<file path="src/rtl/ase_pkg.sv">
// ---------------------------------------------------------------------------
// Arctangent series evaluator package
// Field widths, defaults, register codes and controller/datapath bundles.
// ---------------------------------------------------------------------------
`default_nettype none

package ase_pkg;

    localparam int MAX_TERMS_DEF = 256;
    localparam int FRAC_BITS_DEF = 16;

    localparam int X_W        = 18;
    localparam int CNT_W      = 9;
    localparam int EPS_W      = 16;
    localparam int IN_DATA_W  = 24;
    localparam int OUT_DATA_W = 32;
    localparam int APB_DATA_W = 32;
    localparam int APB_ADDR_W = 3;

    localparam logic [EPS_W-1:0] EPS_RESET = 16'd16;

    // Word index of the threshold register (byte address bit 2).
    localparam logic REG_EPS = 1'b0;

    typedef struct packed {
        logic load;
        logic div_start;
        logic acc;
        logic mul;
        logic advance;
        logic out_load;
    } cmd_t;

    typedef struct packed {
        logic div_done;
        logic stop;
        logic at_cap;
    } sts_t;

endpackage

`default_nettype wire

</file>
<file path="src/rtl/arctan_series_evaluator.sv">
// ---------------------------------------------------------------------------
// Arctangent series evaluator
// Sums x - x^3/3 + x^5/5 - ... in fixed point until a term drops below the
// programmed threshold or the term cap is reached.
//
//   Channel  Direction  Payload (low bit first)                   Handshake
//   s_*      in         x_value[17:0], zero pad to 24 bits          tvalid/tready
//   m_*      out        arctan_value[17:0], terms_used[8:0],        tvalid/tready
//                       hit_limit, zero pad to 32 bits
//   APB      in/out     eps_threshold at byte address 0              psel/penable
//
// Each term runs one divider start, the bit-serial divide by 2k+1, one
// accumulate and two multiplies by |x|. The input is not ready again
// until the whole item is finished; the single divider takes the bulk
// of each term. One item is worked at a time.
// A finished result waits in the output register while the next beat is taken.
// Reset clears the controller and restores the threshold to 16.
// ---------------------------------------------------------------------------
`default_nettype none

module arctan_series_evaluator #(
    parameter int MAX_TERMS = ase_pkg::MAX_TERMS_DEF,
    parameter int FRAC_BITS = ase_pkg::FRAC_BITS_DEF
) (
    input  wire logic                              clk,
    input  wire logic                              rst_n,
    input  wire logic                              s_tvalid,
    output logic                                   s_tready,
    // [17:0] x_value, [23:18] zero
    input  wire logic [ase_pkg::IN_DATA_W-1:0]     s_tdata,
    output logic                                   m_tvalid,
    input  wire logic                              m_tready,
    // [17:0] arctan_value, [26:18] terms_used, [27] hit_limit, [31:28] zero
    output logic [ase_pkg::OUT_DATA_W-1:0]         m_tdata,
    input  wire logic                              psel,
    input  wire logic                              penable,
    input  wire logic                              pwrite,
    input  wire logic [ase_pkg::APB_ADDR_W-1:0]    paddr,
    input  wire logic [ase_pkg::APB_DATA_W-1:0]    pwdata,
    output logic [ase_pkg::APB_DATA_W-1:0]         prdata,
    output logic                                   pready
);

    import ase_pkg::*;

    cmd_t cmd;
    sts_t sts;

    logic [EPS_W-1:0]      eps_reg, eps_next;
    logic                  reg_sel;
    logic signed [X_W-1:0] arctan_value;
    logic [CNT_W-1:0]      terms_used;
    logic                  hit_limit;

    // Byte lanes below the word are ignored; bit 2 selects the register.
    assign reg_sel = (paddr[2] == REG_EPS);

    always_comb
    begin
        eps_next = eps_reg;
        if (psel && penable && pwrite && reg_sel)
            eps_next = pwdata[EPS_W-1:0];
    end

    always_ff @(posedge clk or negedge rst_n)
    begin
        if (!rst_n)
        begin
            eps_reg <= EPS_RESET;
        end
        else
        begin
            eps_reg <= eps_next;
        end
    end

    assign pready = 1'b1;
    assign prdata = reg_sel ? APB_DATA_W'(eps_reg) : '0;

    ase_ctrl u_ctrl (
        .clk      (clk),
        .rst_n    (rst_n),
        .s_tvalid (s_tvalid),
        .s_tready (s_tready),
        .m_tvalid (m_tvalid),
        .m_tready (m_tready),
        .cmd      (cmd),
        .sts      (sts)
    );

    ase_dpath #(
        .MAX_TERMS (MAX_TERMS),
        .FRAC_BITS (FRAC_BITS)
    ) u_dpath (
        .clk           (clk),
        .rst_n         (rst_n),
        .cmd           (cmd),
        .sts           (sts),
        .x_value       ($signed(s_tdata[X_W-1:0])),
        .eps_threshold (eps_reg),
        .arctan_value  (arctan_value),
        .terms_used    (terms_used),
        .hit_limit     (hit_limit)
    );

    assign m_tdata = OUT_DATA_W'({hit_limit, terms_used, arctan_value});

endmodule

`default_nettype wire

</file>
<file path="src/rtl/ase_div.sv">
// ---------------------------------------------------------------------------
// Arctangent series evaluator: restoring divider
// Unsigned divide, one quotient bit per cycle, quotient MSB first.
// ---------------------------------------------------------------------------
`default_nettype none

module ase_div #(
    parameter int PW = 17,
    parameter int DW = 9
) (
    input  wire logic          clk,
    input  wire logic          rst_n,
    input  wire logic          start,
    input  wire logic [PW-1:0] dividend,
    input  wire logic [DW-1:0] divisor,
    output logic      [PW-1:0] quotient,
    output logic               done
);

    localparam int CW = $clog2(PW + 1);

    logic [PW-1:0] quo_reg, quo_next;
    logic [DW-1:0] rem_reg, rem_next;
    logic [CW-1:0] cnt_reg, cnt_next;
    logic [DW:0]   trial;
    logic [DW:0]   diff;

    assign trial = {rem_reg, quo_reg[PW-1]};
    assign diff  = trial - {1'b0, divisor};

    always_comb
    begin
        quo_next = quo_reg;
        rem_next = rem_reg;
        cnt_next = cnt_reg;
        if (start)
        begin
            quo_next = dividend;
            rem_next = '0;
            cnt_next = CW'(PW);
        end
        else if (cnt_reg != '0)
        begin
            // The remainder stays below the divisor, so the trial fits DW+1 bits.
            if (trial >= {1'b0, divisor})
            begin
                rem_next = diff[DW-1:0];
                quo_next = {quo_reg[PW-2:0], 1'b1};
            end
            else
            begin
                rem_next = trial[DW-1:0];
                quo_next = {quo_reg[PW-2:0], 1'b0};
            end
            cnt_next = cnt_reg - 1'b1;
        end
    end

    always_ff @(posedge clk or negedge rst_n)
    begin
        if (!rst_n)
        begin
            cnt_reg <= '0;
        end
        else
        begin
            cnt_reg <= cnt_next;
        end
    end

    always_ff @(posedge clk)
    begin
        quo_reg <= quo_next;
        rem_reg <= rem_next;
    end

    assign quotient = quo_reg;
    assign done     = (cnt_reg == '0);

endmodule

`default_nettype wire

</file>
<file path="src/rtl/ase_dpath.sv">
// ---------------------------------------------------------------------------
// Arctangent series evaluator: datapath
// Power register, shared multiplier, divider, signed accumulator, result.
// ---------------------------------------------------------------------------
`default_nettype none

module ase_dpath #(
    parameter int MAX_TERMS = ase_pkg::MAX_TERMS_DEF,
    parameter int FRAC_BITS = ase_pkg::FRAC_BITS_DEF
) (
    input  wire logic                          clk,
    input  wire logic                          rst_n,
    input  wire ase_pkg::cmd_t                 cmd,
    output ase_pkg::sts_t                      sts,
    input  wire logic signed [ase_pkg::X_W-1:0] x_value,
    input  wire logic [ase_pkg::EPS_W-1:0]     eps_threshold,
    output logic signed [ase_pkg::X_W-1:0]     arctan_value,
    output logic [ase_pkg::CNT_W-1:0]          terms_used,
    output logic                               hit_limit
);

    import ase_pkg::*;

    localparam int PW = FRAC_BITS + 1;
    localparam int SW = FRAC_BITS + 2;
    localparam int NW = $clog2(MAX_TERMS);
    localparam int DW = NW + 1;
    localparam int EW = (X_W > SW) ? X_W : SW;
    localparam int SAT_HI = (1 << (X_W - 1)) - 1;
    localparam int SAT_LO = -(1 << (X_W - 1));
    localparam int CNT_MAX = (1 << CNT_W) - 1;

    logic                 neg_reg, neg_next;
    logic [PW-1:0]        m_reg, m_next;
    logic [PW-1:0]        pm_reg, pm_next;
    logic [NW-1:0]        n_reg, n_next;
    logic [DW-1:0]        odd_reg, odd_next;
    logic signed [SW-1:0] sum_reg, sum_next;
    logic                 hit_reg, hit_next;

    logic signed [X_W-1:0] arctan_reg;
    logic [CNT_W-1:0]      terms_reg;
    logic                  hit_out_reg;

    logic signed [EW-1:0] x_ext;
    logic signed [EW-1:0] x_sat;
    logic signed [EW-1:0] x_abs;
    logic signed [EW-1:0] one_ext;
    logic [2*PW-1:0]      prod;
    logic [PW-1:0]        quo;
    logic                 div_done;
    logic [FRAC_BITS-1:0] eps_sc;
    logic signed [SW-1:0] term_s;
    logic                 term_neg;
    logic [NW:0]          cnt_full;
    logic signed [X_W-1:0] sum_sat;
    logic [CNT_W-1:0]     cnt_sat;

    ase_div #(
        .PW (PW),
        .DW (DW)
    ) u_div (
        .clk      (clk),
        .rst_n    (rst_n),
        .start    (cmd.div_start),
        .dividend (pm_reg),
        .divisor  (odd_reg),
        .quotient (quo),
        .done     (div_done)
    );

    // Saturate x to [-1.0, +1.0] and split it into sign and magnitude.
    assign one_ext = EW'(1) << FRAC_BITS;
    assign x_ext   = EW'(x_value);

    always_comb
    begin
        if (x_ext > one_ext)
            x_sat = one_ext;
        else if (x_ext < -one_ext)
            x_sat = -one_ext;
        else
            x_sat = x_ext;
        x_abs = (x_sat < 0) ? -x_sat : x_sat;
    end

    generate
        if (FRAC_BITS >= EPS_W)
        begin : g_eps_up
            assign eps_sc = FRAC_BITS'(eps_threshold) << (FRAC_BITS - EPS_W);
        end
        else
        begin : g_eps_down
            assign eps_sc = FRAC_BITS'(eps_threshold >> (EPS_W - FRAC_BITS));
        end
    endgenerate

    assign prod     = pm_reg * m_reg;
    assign term_s   = $signed({1'b0, quo});
    assign term_neg = neg_reg ^ n_reg[0];

    always_comb
    begin
        neg_next = neg_reg;
        m_next   = m_reg;
        pm_next  = pm_reg;
        n_next   = n_reg;
        odd_next = odd_reg;
        sum_next = sum_reg;
        hit_next = hit_reg;
        if (cmd.load)
        begin
            neg_next = x_sat < 0;
            m_next   = x_abs[PW-1:0];
            pm_next  = x_abs[PW-1:0];
            n_next   = '0;
            odd_next = DW'(1);
            sum_next = '0;
        end
        if (cmd.acc)
        begin
            sum_next = term_neg ? (sum_reg - term_s) : (sum_reg + term_s);
            hit_next = ~sts.stop;
        end
        if (cmd.mul)
        begin
            pm_next = prod[FRAC_BITS +: PW];
        end
        if (cmd.advance)
        begin
            n_next   = n_reg + 1'b1;
            odd_next = odd_reg + DW'(2);
        end
    end

    always_ff @(posedge clk)
    begin
        neg_reg <= neg_next;
        m_reg   <= m_next;
        pm_reg  <= pm_next;
        n_reg   <= n_next;
        odd_reg <= odd_next;
        sum_reg <= sum_next;
        hit_reg <= hit_next;
    end

    assign cnt_full = {1'b0, n_reg} + 1'b1;

    generate
        if (SW > X_W)
        begin : g_sum_clamp
            always_comb
            begin
                if (sum_reg > $signed(SW'(SAT_HI)))
                    sum_sat = X_W'(SAT_HI);
                else if (sum_reg < $signed(SW'(SAT_LO)))
                    sum_sat = X_W'(SAT_LO);
                else
                    sum_sat = X_W'(sum_reg);
            end
        end
        else
        begin : g_sum_ext
            assign sum_sat = X_W'(sum_reg);
        end

        if (NW + 1 > CNT_W)
        begin : g_cnt_clamp
            assign cnt_sat = (cnt_full > (NW + 1)'(CNT_MAX)) ? CNT_W'(CNT_MAX)
                                                            : CNT_W'(cnt_full);
        end
        else
        begin : g_cnt_ext
            assign cnt_sat = CNT_W'(cnt_full);
        end
    endgenerate

    always_ff @(posedge clk)
    begin
        if (cmd.out_load)
        begin
            arctan_reg  <= sum_sat;
            terms_reg   <= cnt_sat;
            hit_out_reg <= hit_reg;
        end
    end

    assign sts.div_done = div_done;
    assign sts.stop     = quo < {1'b0, eps_sc};
    assign sts.at_cap   = (n_reg == NW'(MAX_TERMS - 1));

    assign arctan_value = arctan_reg;
    assign terms_used   = terms_reg;
    assign hit_limit    = hit_out_reg;

endmodule

`default_nettype wire

</file>
<file path="src/rtl/ase_ctrl.sv">
// ---------------------------------------------------------------------------
// Arctangent series evaluator: controller
// Loads an item, then sequences divide, accumulate and two multiplies per series term.
// ---------------------------------------------------------------------------
`default_nettype none

module ase_ctrl (
    input  wire logic          clk,
    input  wire logic          rst_n,
    input  wire logic          s_tvalid,
    output logic               s_tready,
    output logic               m_tvalid,
    input  wire logic          m_tready,
    output ase_pkg::cmd_t      cmd,
    input  wire ase_pkg::sts_t sts
);

    import ase_pkg::*;

    typedef enum logic [6:0] {
        ST_IDLE  = 7'b0000001,
        ST_START = 7'b0000010,
        ST_DIV   = 7'b0000100,
        ST_ACC   = 7'b0001000,
        ST_MUL1  = 7'b0010000,
        ST_MUL2  = 7'b0100000,
        ST_DONE  = 7'b1000000
    } state_t;

    state_t state_reg, state_next;
    logic   m_tvalid_reg, m_tvalid_next;

    always_comb
    begin
        state_next = state_reg;
        cmd        = '0;
        case (state_reg)
            ST_IDLE:
            begin
                if (s_tvalid)
                begin
                    cmd.load   = 1'b1;
                    state_next = ST_START;
                end
            end
            ST_START:
            begin
                cmd.div_start = 1'b1;
                state_next    = ST_DIV;
            end
            ST_DIV:
            begin
                if (sts.div_done)
                    state_next = ST_ACC;
            end
            ST_ACC:
            begin
                cmd.acc = 1'b1;
                if (sts.stop || sts.at_cap)
                    state_next = ST_DONE;
                else
                    state_next = ST_MUL1;
            end
            ST_MUL1:
            begin
                cmd.mul    = 1'b1;
                state_next = ST_MUL2;
            end
            ST_MUL2:
            begin
                cmd.mul     = 1'b1;
                cmd.advance = 1'b1;
                state_next  = ST_START;
            end
            ST_DONE:
            begin
                // The result register frees up in the same cycle its beat is taken.
                if (!m_tvalid_reg || m_tready)
                begin
                    cmd.out_load = 1'b1;
                    state_next   = ST_IDLE;
                end
            end
            default:
            begin
                state_next = ST_IDLE;
            end
        endcase
    end

    always_comb
    begin
        m_tvalid_next = m_tvalid_reg;
        if (cmd.out_load)
            m_tvalid_next = 1'b1;
        else if (m_tready)
            m_tvalid_next = 1'b0;
    end

    always_ff @(posedge clk or negedge rst_n)
    begin
        if (!rst_n)
        begin
            state_reg    <= ST_IDLE;
            m_tvalid_reg <= 1'b0;
        end
        else
        begin
            state_reg    <= state_next;
            m_tvalid_reg <= m_tvalid_next;
        end
    end

    assign s_tready = (state_reg == ST_IDLE);
    assign m_tvalid = m_tvalid_reg;

endmodule

`default_nettype wire

</file>
<file path="config.mk">
export PLATFORM = sky130hd
export DESIGN_NAME = arctan_series_evaluator
export DESIGN_NICKNAME = d
export VERILOG_FILES = /design/src/rtl/ase_pkg.sv /design/src/rtl/arctan_series_evaluator.sv /design/src/rtl/ase_div.sv /design/src/rtl/ase_dpath.sv /design/src/rtl/ase_ctrl.sv
export SDC_FILE = /design/constraint.sdc
export NUM_CORES = 1
export LEC_CHECK = 0
export BUFFER_PORTS_ARGS = -buffer_cell sky130_fd_sc_hd__buf_2
export CORE_AREA = 2 2 191 193
export DETAILED_ROUTE_END_ITERATION = 8
export DIE_AREA = 0 0 193 195
export PLACE_DENSITY = 0.71
export REMOVE_ABC_BUFFERS = 1
export SYNTH_ARGS = -nofsm -noshare
export SYNTH_HDL_FRONTEND = slang
export SYNTH_SLANG_ARGS = --single-unit
</file>
<file path="constraint.sdc">
create_clock -name clk -period 6.7 [get_ports clk]
set_input_delay 0.335 -clock clk [delete_from_list [all_inputs] [get_ports clk]]
set_output_delay 0.335 -clock clk [all_outputs]
set_load 0.02 [all_outputs]
</file>
### Word level (Yosys, flattened, before mapping)

Index checks and enable logic that the tools add are counted.

| storage, ports and cells | value |
|---|---|
| bits in registers | 154 |
| bits of input ports | 66 |
| output and inout bits | 67 |
| logic and storage cells | 93 |

| cells by class | value |
|---|---|
| $add $sub $neg | 8 |
| $mul | 1 |
| magnitude comparators | 5 |
| equal/unequal tests | 11 |
| mux-type cells | 34 |
| bitwise operators | 3 |
| reduce and logical (&&, ||, !) cells | 15 |

Operators by type and width:

| cell | count |
|---|---|
| 18-bit two-way mux | 5 |
| 17-bit two-way mux | 5 |
| 7-bit case mux with 7 select lines | 1 |
| 17-bit by 17-bit multiplier with 33-bit output | 1 |
| 7-bit two-way mux | 4 |
| 9-bit two-way mux | 3 |
| 18-bit adder | 1 |
| 18-bit > comparator (second input constant) | 1 |
| 18-bit by 1-bit < comparator with 1-bit output (second input constant) | 1 |
| 18-bit by 17-bit < comparator with 1-bit output (second input constant) | 1 |
| 18-bit subtractor | 1 |
| 17-bit by 16-bit < comparator with 1-bit output | 1 |
| 17-bit negator | 1 |
| 16-bit two-way mux | 1 |
| 8-bit two-way mux | 2 |
| 1-bit two-way mux | 11 |
| 10-bit by 9-bit >= comparator with 1-bit output | 1 |
| 5-bit two-way mux | 2 |
| 2-bit nonzero test | 5 |
| 8-bit by 1-bit adder with 9-bit output (second input constant) | 1 |
| 9-bit by 2-bit adder with 9-bit output (second input constant) | 1 |
| 9-bit subtractor | 1 |
| 8-bit by 1-bit adder with 8-bit output (second input constant) | 1 |
| 8-bit equality test (second input constant) | 1 |
| other kinds (19) | 24 |

### Logic depth before layout (Yosys ltp)

Gate-level depths: netlist of the first run.

| depth | value |
|---|---|
| word-level depth | 7 |
| gate-level depth with buffers | 23 |
| gate-level depth less buffers | 22 |

### Hierarchy

From an unflattened synthesis of the first run, not the netlist that was laid out.

| unflattened totals | value |
|---|---|
| cells, all modules | 1938 |
| area, all modules | 18451.4 um2 |

By module, submodules not included:

| module | times used | cells each | area each (um2) |
|---|---|---|---|
| ase_dpath | 1 | 1630 | 15089.5 |
| ase_div | 1 | 173 | 1859.3 |
| arctan_series_evaluator | 1 | 75 | 938.4 |
| ase_ctrl | 1 | 60 | 564.3 |

### Worst setup path after synthesis of the first run

No wires, ideal clock.

| path | value |
|---|---|
| path type | register -> register |
| from | register u_dpath.pm_reg[9] |
| to | register u_dpath.pm_reg[11] (data pin) |
| setup time | 0.260 ns |
| data arrival time | 5.919 ns |
| required time | 6.440 ns |
| path slack | 0.521 ns |
| stages on the path, launching flop included | 22 |
| buffers on the path | 2 |
| period minus slack after synthesis | 6.179 ns |
| path through | edfxtp_1 clkbuf_1 clkbuf_1 nand2_1 fa_1 fa_1 fa_1 inv_1 fa_1 fa_1 inv_1 fa_1 inv_1 ha_1 and3_1 a22o_1 a2111oi_4 nor4_1 nor3_2 a21oi_1 xor2_1 mux2_4 |

| on the way | value |
|---|---|
| longest elaborated chain between the ends | 2 |

Ends and longest elaborated chain:

| item | RTL line | source |
|---|---|---|
| from (decl) | ase_dpath.sv:35 | `logic [PW-1:0] pm_reg, pm_next;` |
| from (signal assigned) | ase_dpath.sv:140 | `pm_reg <= pm_next;` |
| 17-bit by 17-bit multiplier with 33-bit output | ase_dpath.sv:98 | `assign prod = pm_reg * m_reg;` |
| 17-bit two-way mux | ase_dpath.sv:125 | `if (cmd.mul)` |
| named net u_dpath.pm_next[11] | ase_dpath.sv:35 |  |

The timed path passes the listed nets, and every way through them passes these cells.
A chain may end at the register's enable or synchronous reset.

### Worst setup path in the final report of the first run

| path | value |
|---|---|
| from | register u_dpath.m_reg[7] |
| to | register u_dpath.pm_reg[6] (data pin) |

| on the way | value |
|---|---|
| longest elaborated chain between the ends | 2 |

Ends and longest elaborated chain:

| item | RTL line | source |
|---|---|---|
| from (decl) | ase_dpath.sv:34 | `logic [PW-1:0] m_reg, m_next;` |
| from (signal assigned) | ase_dpath.sv:139 | `m_reg <= m_next;` |
| 17-bit by 17-bit multiplier with 33-bit output | ase_dpath.sv:98 |  |
| 17-bit two-way mux | ase_dpath.sv:125 |  |
| named net u_dpath.pm_next[6] | ase_dpath.sv:35 |  |

The timed path passes the listed nets, and every way through them passes these cells.

==> results.toml, run 1 <==
[clock_tree]
clk_pin_slew_worst_paths_ns = 0.07
cts_tree = "yes"
cts_buffer_depth = 2
cts-htree-levels = 4
cts.sinks = 153
clock_latency_ns = 0.44
cts_made_buffers = 17
cts_root_buf = "clkbuf_16"

[routing]
routed_via_density = 5.37
routed_wl_um = 41300
wire_per_inst_um = 16.9
drt_iter0_drc = 887
vias = 13076
drc_errors = 0
dr.pass1.iters = 5
postRouteAntennaNets = 0

[setup_path]
path_buf_inv = 4
cp-startpoint = "u_dpath.m_reg[7]"
critPathKind = "reg -> reg"
cp_data_arrival_time_ns = 6.65
crit_path_top_delay_cell = "fa_1"
ff2ff_setup_slack_ns = 0.22
r2r-start = "u_dpath.m_reg[7]"
r2r_cells = 20
cp_cell_sequence = "and2_1, fa_1, inv_1, fa_1, fa_1, inv_1, fa_1, fa_1, inv_1, fa_1, inv_1, ha_1, and3_1, a22o_1, a2111oi_4, o21ai_1, a21oi_1, o21ai_0, xnor2_1, o21ai_0"
startpoint_type = "register"
cp_max_fo = 6
end_kind = "register"
cp.depth = 20
cp_slowest_stage_delay_ns = 0.54
worst-endpoint-required_ns = 6.88
crit_family = "adder cells"
cp_common_cell = "fa_1"

[global_routing]
grt_max_degree = 30
grt_usage_pct = 23.1
grt_pass1_vias = 13508
antenna_found_initial = 0
grt_overflow = 0
grt_pass1_wl_um = 68500

[hold_path]
whs_path_depth = 2
hp-start = "pwdata[10]"
hold_class = "in -> reg"

[sta]
fin_skew_ns = 0.0132
max_freq_mhz = 154
post-route-min-period_ns = 6.48
timing.final.crit_share_pct = 96.7
maxSlewHeadroom_pct = 25.3
hold_viol = 0
setup_viol = 0
worst_pin_slew_ns = 1.12
finalMaxSlewViolations = 0

[cells_and_area]
nets = 2399
area_growth_pct = 9.99
final_common_cell = "inv_1"
seqCellArea_um2 = 4360
num_antenna_cells = 0
multi_input_area_um2 = 11700
layout_common_cells = "inv_1, nand2_1, fa_1"
drive_gt1_share_pct = 10.9
fin_cells = 2435
num-fill-cells = 3122

[place]
port_buffers = 87
gp_congestion = 0.872
place_inst = 2394
hpwl_um = 32700

[floorplanning]
core_um2 = 35400
die_w_um = 193
die_area_um2 = 37600
rows = 69
initial_core_util_pct = 49.8
io_pins = 133
die_h_um = 195

[run]
drv_cap = 0

[yosys]
ys_seq_area_share_pct = 24.8
syn_area_per_cell_um2 = 9.43
yosys_warnings = 0
synth-main-ff-cell = "edfxtp_1"
netlist_area_um2 = 17600
synth-edff-count = 115
syn_inst = 1868
synth_seq_cells = 153
synthArstFlopShare_pct = 19.0
synth.distinct_cells = 75

[status]
status = "completed"
routing by layer:
metal	routed length [um]	global-route usage, %	part of all wire (%)	vias to the layer above
met5	0	0	0	-
met4	853	6.20	2.1	0
met3	2570	3.90	6.2	79
met2	20000	38.6	48	465
met1	17800	31.0	43	6446
li1	-	-	-	6086
worst register-to-register path: stages, from the launching register on:
cell	delay, ns
edfxtp_1	0.50
and2_1	0.24
fa_1	0.54
inv_1	0.06
fa_1	0.53
fa_1	0.54
inv_1	0.06
fa_1	0.49
fa_1	0.55
inv_1	0.05
fa_1	0.52
inv_1	0.04
ha_1	0.29
and3_1	0.20
a22o_1	0.30
a2111oi_4	0.45
o21ai_1	0.17
a21oi_1	0.31
o21ai_0	0.15
xnor2_1	0.15
o21ai_0	0.09
what timing repair did:
| item | CTS | global route |
|---|---|---|
| setup endpoints to repair | 0 | 11 |
| resized for setup | 0 | 1 |
| hold buffers | 1 | 0 |
| hold endpoints to repair | 27 | 0 |
| buffers inserted | 0 | 8 |
final cells by class:
class,count,share of cell area [%]
Clock buffer,17,2.20
Clock inverter,15,0.865
Inverter,321,6.22
Multi-Input combinational cell,1325,60.5
Sequential cell,153,22.5
Tap cell,461,2.98
Timing Repair Buffer,143,4.78
cell families after synthesis:
logic type,count (synthesis),synth area share (%)
AOI/OAI and AO/OA,203,7.76
xor gates and xnor gates,79,3.93
adders and majority gates,372,35.9
buffers and inverters,409,9.20
DFF,153,24.8
muxes,20,1.29
other,2,0.0426
and+or+nand+nor,630,17.1
path summary, 6_finish.rpt:
| path | end |
|---|---|
| min in group asynchronous | eps_reg[14] |
| hold reg to reg | u_dpath.hit_limit |
| hold / removal | eps_reg[10] |
| setup reg to reg | u_dpath.pm_reg[6] |
| setup / recovery | u_dpath.pm_reg[6] |
| max in group asynchronous | u_ctrl.m_tvalid |
through the flow:
stage	setup WS [ns]	util, %	cell area (um2)	TNS, ns	hold slack, ns
after floorplan	0.609	-	17300	0	0.0394
after global placement	0.227	52.8	18700	0	0.403
after detailed placement	0.208	52.8	18700	0	0.428
after CTS	0.152	54.5	19300	0	0.123
after global routing	-0.0166	54.7	19400	-0.0233	0.127
final	0.221	54.7	19400	0	0.131
synthesized netlist by cell type (10+ instances only):
| cell | count | area share [%] |
|---|---|---|
| xnor2_1 | 50 | 2.5 |
| nand2b_1 | 10 | 0.36 |
| nand4_1 | 11 | 0.39 |
| and3_1 | 10 | 0.36 |
| clkbuf_1 | 62 | 1.3 |
| nand2_1 | 277 | 5.9 |
| a21o_1 | 24 | 1.0 |
| xor2_1 | 29 | 1.4 |
| o21ai_0 | 43 | 1.2 |
| dfrtp_1 | 27 | 3.8 |
| nand3_1 | 22 | 0.63 |
| a21oi_1 | 60 | 1.7 |
| nor2_1 | 106 | 2.3 |
| buf_4 | 22 | 0.94 |
| inv_1 | 321 | 6.8 |
| and2_1 | 119 | 4.2 |
| nor3_1 | 19 | 0.54 |
| fa_1 | 223 | 25 |
| edfxtp_1 | 115 | 20 |
| nor2b_1 | 11 | 0.39 |
| ha_1 | 149 | 11 |
| mux2_2 | 17 | 1.1 |
Power of run 1 is left out: the tool's default activity adds up to more than one toggle a clock period on the data nets, which glitch-free logic cannot reach.
==> run 2, diff against run 1 <==
==> constraint.sdc (replaced) <==
create_clock -name clk -period 7.9 [get_ports clk]
set_input_delay 0.395 -clock clk [delete_from_list [all_inputs] [get_ports clk]]
set_output_delay 0.395 -clock clk [all_outputs]
set_load 0.02 [all_outputs]
==> run 2 against run 1 <==
Core utilization fell by 1.0 points; non-clock buffer count fell by 34; count of clock-buffer cells in the layout is 7 higher; die area unchanged; worst hold slack worse by 0.12 ns; fmax is 6.6% lower; final area is 1.8% lower; setup slack gained 0.74 ns; critical path type unchanged; critical endpoint is now u_dpath.pm_reg[12].
==> results.toml, run 2 (synthesis gave the netlist of run 1 again) <==
[status]
status = "completed"

[setup_path]
r2r_cells = 19
critPathKind = "reg -> reg"
cp_data_arrival_time_ns = 7.09
rr_endpoint = "u_dpath.pm_reg[12]"
r2r-start = "u_dpath.m_reg[4]"
startpoint_type = "register"
end_kind = "register"
ff2ff_setup_slack_ns = 0.96
worst-endpoint-required_ns = 8.05
cp_max_fo = 17

[clock_tree]
clk_pin_slew_worst_paths_ns = 0.07
cts_root_buf = "clkbuf_16"
clock_latency_ns = 0.43
cts-htree-levels = 4
hold_buffers = 0
cts-resized-gates = 0
cts.sinks = 153
cts_tree = "yes"
cts_made_buffers = 17
cts_buffer_depth = 2
post-cts-setup-buffer-count = 0

[routing]
routed_wl_um = 39800
vias = 12919
drt_iter0_drc = 882
wire_per_inst_um = 16.6
postRouteAntennaNets = 0
dr.pass1.iters = 5
drc_errors = 0
routed_via_density = 5.38

[cells_and_area]
final_area_um2 = 19000
num_antenna_cells = 0
area_growth_pct = 7.97
layout_common_cells = "inv_1, nand2_1, fa_1"
drive_gt1_share_pct = 9.33
nets = 2365
final_common_cell = "inv_1"
fin_cells = 2401

[sta]
timing.final.crit_share_pct = 87.8
setup_viol = 0
post-route-min-period_ns = 6.94
worst_pin_slew_ns = 1.15
maxSlewHeadroom_pct = 23.1
fin_setup_tns_ns = 0
grt_setup_unrepaired = "false"
whs_ns = 0.0145
hold_viol = 0
max_freq_mhz = 144
finalMaxSlewViolations = 0
fin_skew_ns = 0.00856

[place]
port_buffers = 87
gp_congestion = 0.893
postPlaceCellArea_um2 = 18500
place_inst = 2369
hpwl_um = 31100

[global_routing]
antenna_found_initial = 0
grt_pass1_wl_um = 67000
grt_overflow = 0
grt_max_degree = 30
grt_pass1_vias = 13392
grt_usage_pct = 22.5

[hold_path]
hold_class = "in -> async"

[floorplanning]
die_h_um = 195
initial_core_util_pct = 49.8
die_w_um = 193
rows = 69
io_pins = 133
core_um2 = 35400
die_area_um2 = 37600

[run]
drv_cap = 0
[run 2: cell type report]
class / instances / area [um2]
sequential: 153 / 4360
clock buffer: 24 / 512
tap: 461 / 577
clock inverter: 8 / 56.3
multi-input combinational: 1325 / 11700
timing repair buffer: 109 / 601
inverter: 321 / 1200
fill: 3103 / 16400
[run 2: per-layer routing]
metal / wire length, um / vias to the layer above / GRT usage (%)
met5: 0 / - / 0
met1: 17100 / 6401 / 30.5
met4: 1010 / 0 / 6.68
met3: 2620 / 76 / 4.03
met2: 19000 / 419 / 36.7
li1: - / 6023 / -
[run 2: critical path: stages (launching register included)]
cell and delay, ns:
edfxtp_1 0.83, nand2_1 0.17, fa_1 0.60, fa_1 0.47, fa_1 0.52, inv_1 0.05
fa_1 0.48, fa_1 0.55, inv_1 0.06, fa_1 0.54, inv_1 0.04, ha_1 0.31
and3_1 0.21, a22o_1 0.31, a2111oi_4 0.55, nor3_2 0.11, nor3b_1 0.33, o21ai_0 0.19
xnor2_1 0.24, a21oi_1 0.09
[run 2: through the flow]
step | setup WS (ns) | util [%]
detailed placement | 1.08 | 52.1
floorplan | 1.81 | -
CTS | 1.04 | 53.7
global route | 0.735 | 53.7
finish | 0.961 | 53.7
global placement | 1.18 | 52.1
[run 2: worst max path at each step]
stage                                  from            endpoint  slack, ns  cells after the start
after floorplan           u_dpath.pm_reg[6]  u_dpath.pm_reg[11]       1.81                     20
after global placement    u_dpath.pm_reg[5]  u_dpath.pm_reg[11]       1.18                     20
after detailed placement   u_dpath.m_reg[2]  u_dpath.pm_reg[12]       1.08                     19
after CTS                  u_dpath.m_reg[2]  u_dpath.pm_reg[12]       1.04                     19
after global routing       u_dpath.m_reg[4]  u_dpath.pm_reg[12]       0.74                     19
final                      u_dpath.m_reg[4]  u_dpath.pm_reg[12]       0.96                     19
Power of run 2 is left out for the same reason.
==> run 3, diff against run 2 <==
--- a/config.mk
+++ b/config.mk
@@ -9,7 +9,7 @@
 export CORE_AREA = 2 2 191 193
 export DETAILED_ROUTE_END_ITERATION = 8
 export DIE_AREA = 0 0 193 195
-export PLACE_DENSITY = 0.71
+export PLACE_DENSITY = 0.68
 export REMOVE_ABC_BUFFERS = 1
 export SYNTH_ARGS = -nofsm -noshare
 export SYNTH_HDL_FRONTEND = slang
==> run 3 against run 2 <==
Clock skew rose by 0.0064 ns; fmax rose by 0.18%; non-clock buffer count fell by 2; sequential share of layout area barely moved; setup slack improved by 0.012 ns; worst hold slack improved by 0.0060 ns; die area did not move; via count fell by 0.94%; critical path depth rose by 1; core utilization barely moved; critical path type unchanged; highest routed layer unchanged.
==> results.toml, run 3 (synthesis gave the netlist of run 1 again) <==
[status]
status = "completed"

[clock_tree]
cts-htree-levels = 4
cts-resized-gates = 0
clk_pin_slew_worst_paths_ns = 0.07
cts_tree = "yes"
cts.sinks = 153
post-cts-setup-buffer-count = 0
clock_latency_ns = 0.43
hold_buffers = 0
cts_root_buf = "clkbuf_16"
cts_made_buffers = 17
cts_buffer_depth = 2

[global_routing]
grt_overflow = 0
antenna_found_initial = 0
busiest_layer = "met2"
grt_pass1_wl_um = 68400
grt_max_degree = 30
grt_usage_pct = 23.0
grtUsageMet2_pct = 38.3
grt.met1_usage_pct = 32.1
grt_pass1_vias = 13379
globalRouteMet3Util_pct = 3.02

[floorplanning]
rows = 69
io_pins = 133
die_area_um2 = 37600
die_h_um = 195
initial_core_util_pct = 49.8
die_w_um = 193
core_um2 = 35400

[sta]
finalMaxSlewViolations = 0
hold_viol = 0
fin_skew_ns = 0.0150
timing.final.crit_share_pct = 87.7
fin_setup_tns_ns = 0
worst_pin_slew_ns = 1.14
grt_setup_unrepaired = "false"
setup_viol = 0
maxSlewHeadroom_pct = 23.5
post-route-min-period_ns = 6.93
max_freq_mhz = 144

[place]
gp_congestion = 0.890
hpwl_um = 31300
port_buffers = 87

[setup_path]
r2r_cells = 20
crit_family = "adder cells"
rr_endpoint = "u_dpath.pm_reg[13]"
cp_data_arrival_time_ns = 7.06
cp_common_cell = "fa_1"
worst-endpoint-required_ns = 8.04
ff2ff_setup_slack_ns = 0.97
r2r-start = "u_dpath.pm_reg[5]"
cp_slowest_stage_delay_ns = 0.69
startpoint_type = "register"
end_kind = "register"
critPathKind = "reg -> reg"
path_buf_inv = 4
crit_path_top_delay_cell = "edfxtp_1"
cp_max_fo = 18
cp_cell_sequence = "and2_1, fa_1, inv_1, fa_1, fa_1, fa_1, inv_1, fa_1, inv_1, fa_1, inv_1, ha_1, and3_1, a22o_1, a2111oi_4, nor3_1, nor3_2, o31ai_1, xnor2_1, a21oi_1"

[routing]
drc_errors = 0
drt_iter0_drc = 826
postRouteAntennaNets = 0
wire_per_inst_um = 16.8
routed_wl_um = 40400
routed_via_density = 5.33
dr.pass1.iters = 5
vias = 12797

[cells_and_area]
final_common_cell = "inv_1"
drive_gt1_share_pct = 9.13
num-fill-cells = 3179
layout_common_cells = "inv_1, nand2_1, fa_1"
area_growth_pct = 7.91
nets = 2363
num_antenna_cells = 0

[run]
drv_cap = 0

[hold_path]
hold_class = "in -> async"
-- run 3: cell count changes in the layout (fill, tap and decap cells not counted) --
cell        change
clkinv_2        +1
clkinvlp_4      +3
clkbuf_1        +1
clkinv_1        +1
inv_4           -4
bufinv_16       +2
buf_4           -2
clkbuf_4        -2
clkbuf_16       -2
-- run 3: stage by stage --
stage / util, % / instance area, um2 / setup slack [ns] / std cells / hold WS [ns]
3_5_place_dp: 52.1 / 18400 / 1.08 / 2367 / 0.409
4_1_cts: 53.7 / 19000 / 0.988 / 2399 / 0.0387
3_3_place_gp: 52.1 / 18400 / 1.13 / 2367 / 0.401
2_1_floorplan: - / 17300 / 1.81 / 1799 / 0.0994
5_1_grt: 53.7 / 19000 / 0.663 / 2399 / 0.0860
6_report: 53.7 / 19000 / 0.974 / 2399 / 0.0205
-- run 3: routing by layer --
metal,vias up,wire length (um)
li1,6013,-
met1,6361,18100
met2,366,19400
met3,57,2150
met4,0,695
met5,-,0
-- run 3: how the worst max path moves through the flow --
stage               slack, ns               from  cells past startpoint            endpoint
floorplan                1.81  u_dpath.pm_reg[6]                     20  u_dpath.pm_reg[11]
global placement         1.13  u_dpath.pm_reg[5]                     20  u_dpath.pm_reg[11]
detailed placement       1.08  u_dpath.pm_reg[5]                     20  u_dpath.pm_reg[11]
CTS                      0.99  u_dpath.pm_reg[5]                     20  u_dpath.pm_reg[13]
global route             0.66   u_dpath.m_reg[7]                     20  u_dpath.pm_reg[13]
finish                   0.97  u_dpath.pm_reg[5]                     20  u_dpath.pm_reg[13]
-- run 3: worst register-to-register path, stage by stage (launching register included) --
cell,delay (ns)
edfxtp_1,0.69
and2_1,0.29
fa_1,0.55
inv_1,0.06
fa_1,0.57
fa_1,0.44
fa_1,0.50
inv_1,0.06
fa_1,0.53
inv_1,0.05
fa_1,0.53
inv_1,0.04
ha_1,0.30
and3_1,0.18
a22o_1,0.31
a2111oi_4,0.52
nor3_1,0.18
nor3_2,0.32
o31ai_1,0.15
xnor2_1,0.26
a21oi_1,0.11
-- run 3: layout make-up --
type                    instances  area [um2]  share of cell area, %
inverters                     321        1200                   6.34
multi-input cells            1325       11700                   61.6
repair buffers                107         586                   3.08
flip-flops and latches        153        4360                   22.9
well taps                     461         577                   3.03
clock inverters                11         123                  0.645
clock buffers                  21         450                   2.37
Power of run 3 is left out for the same reason.
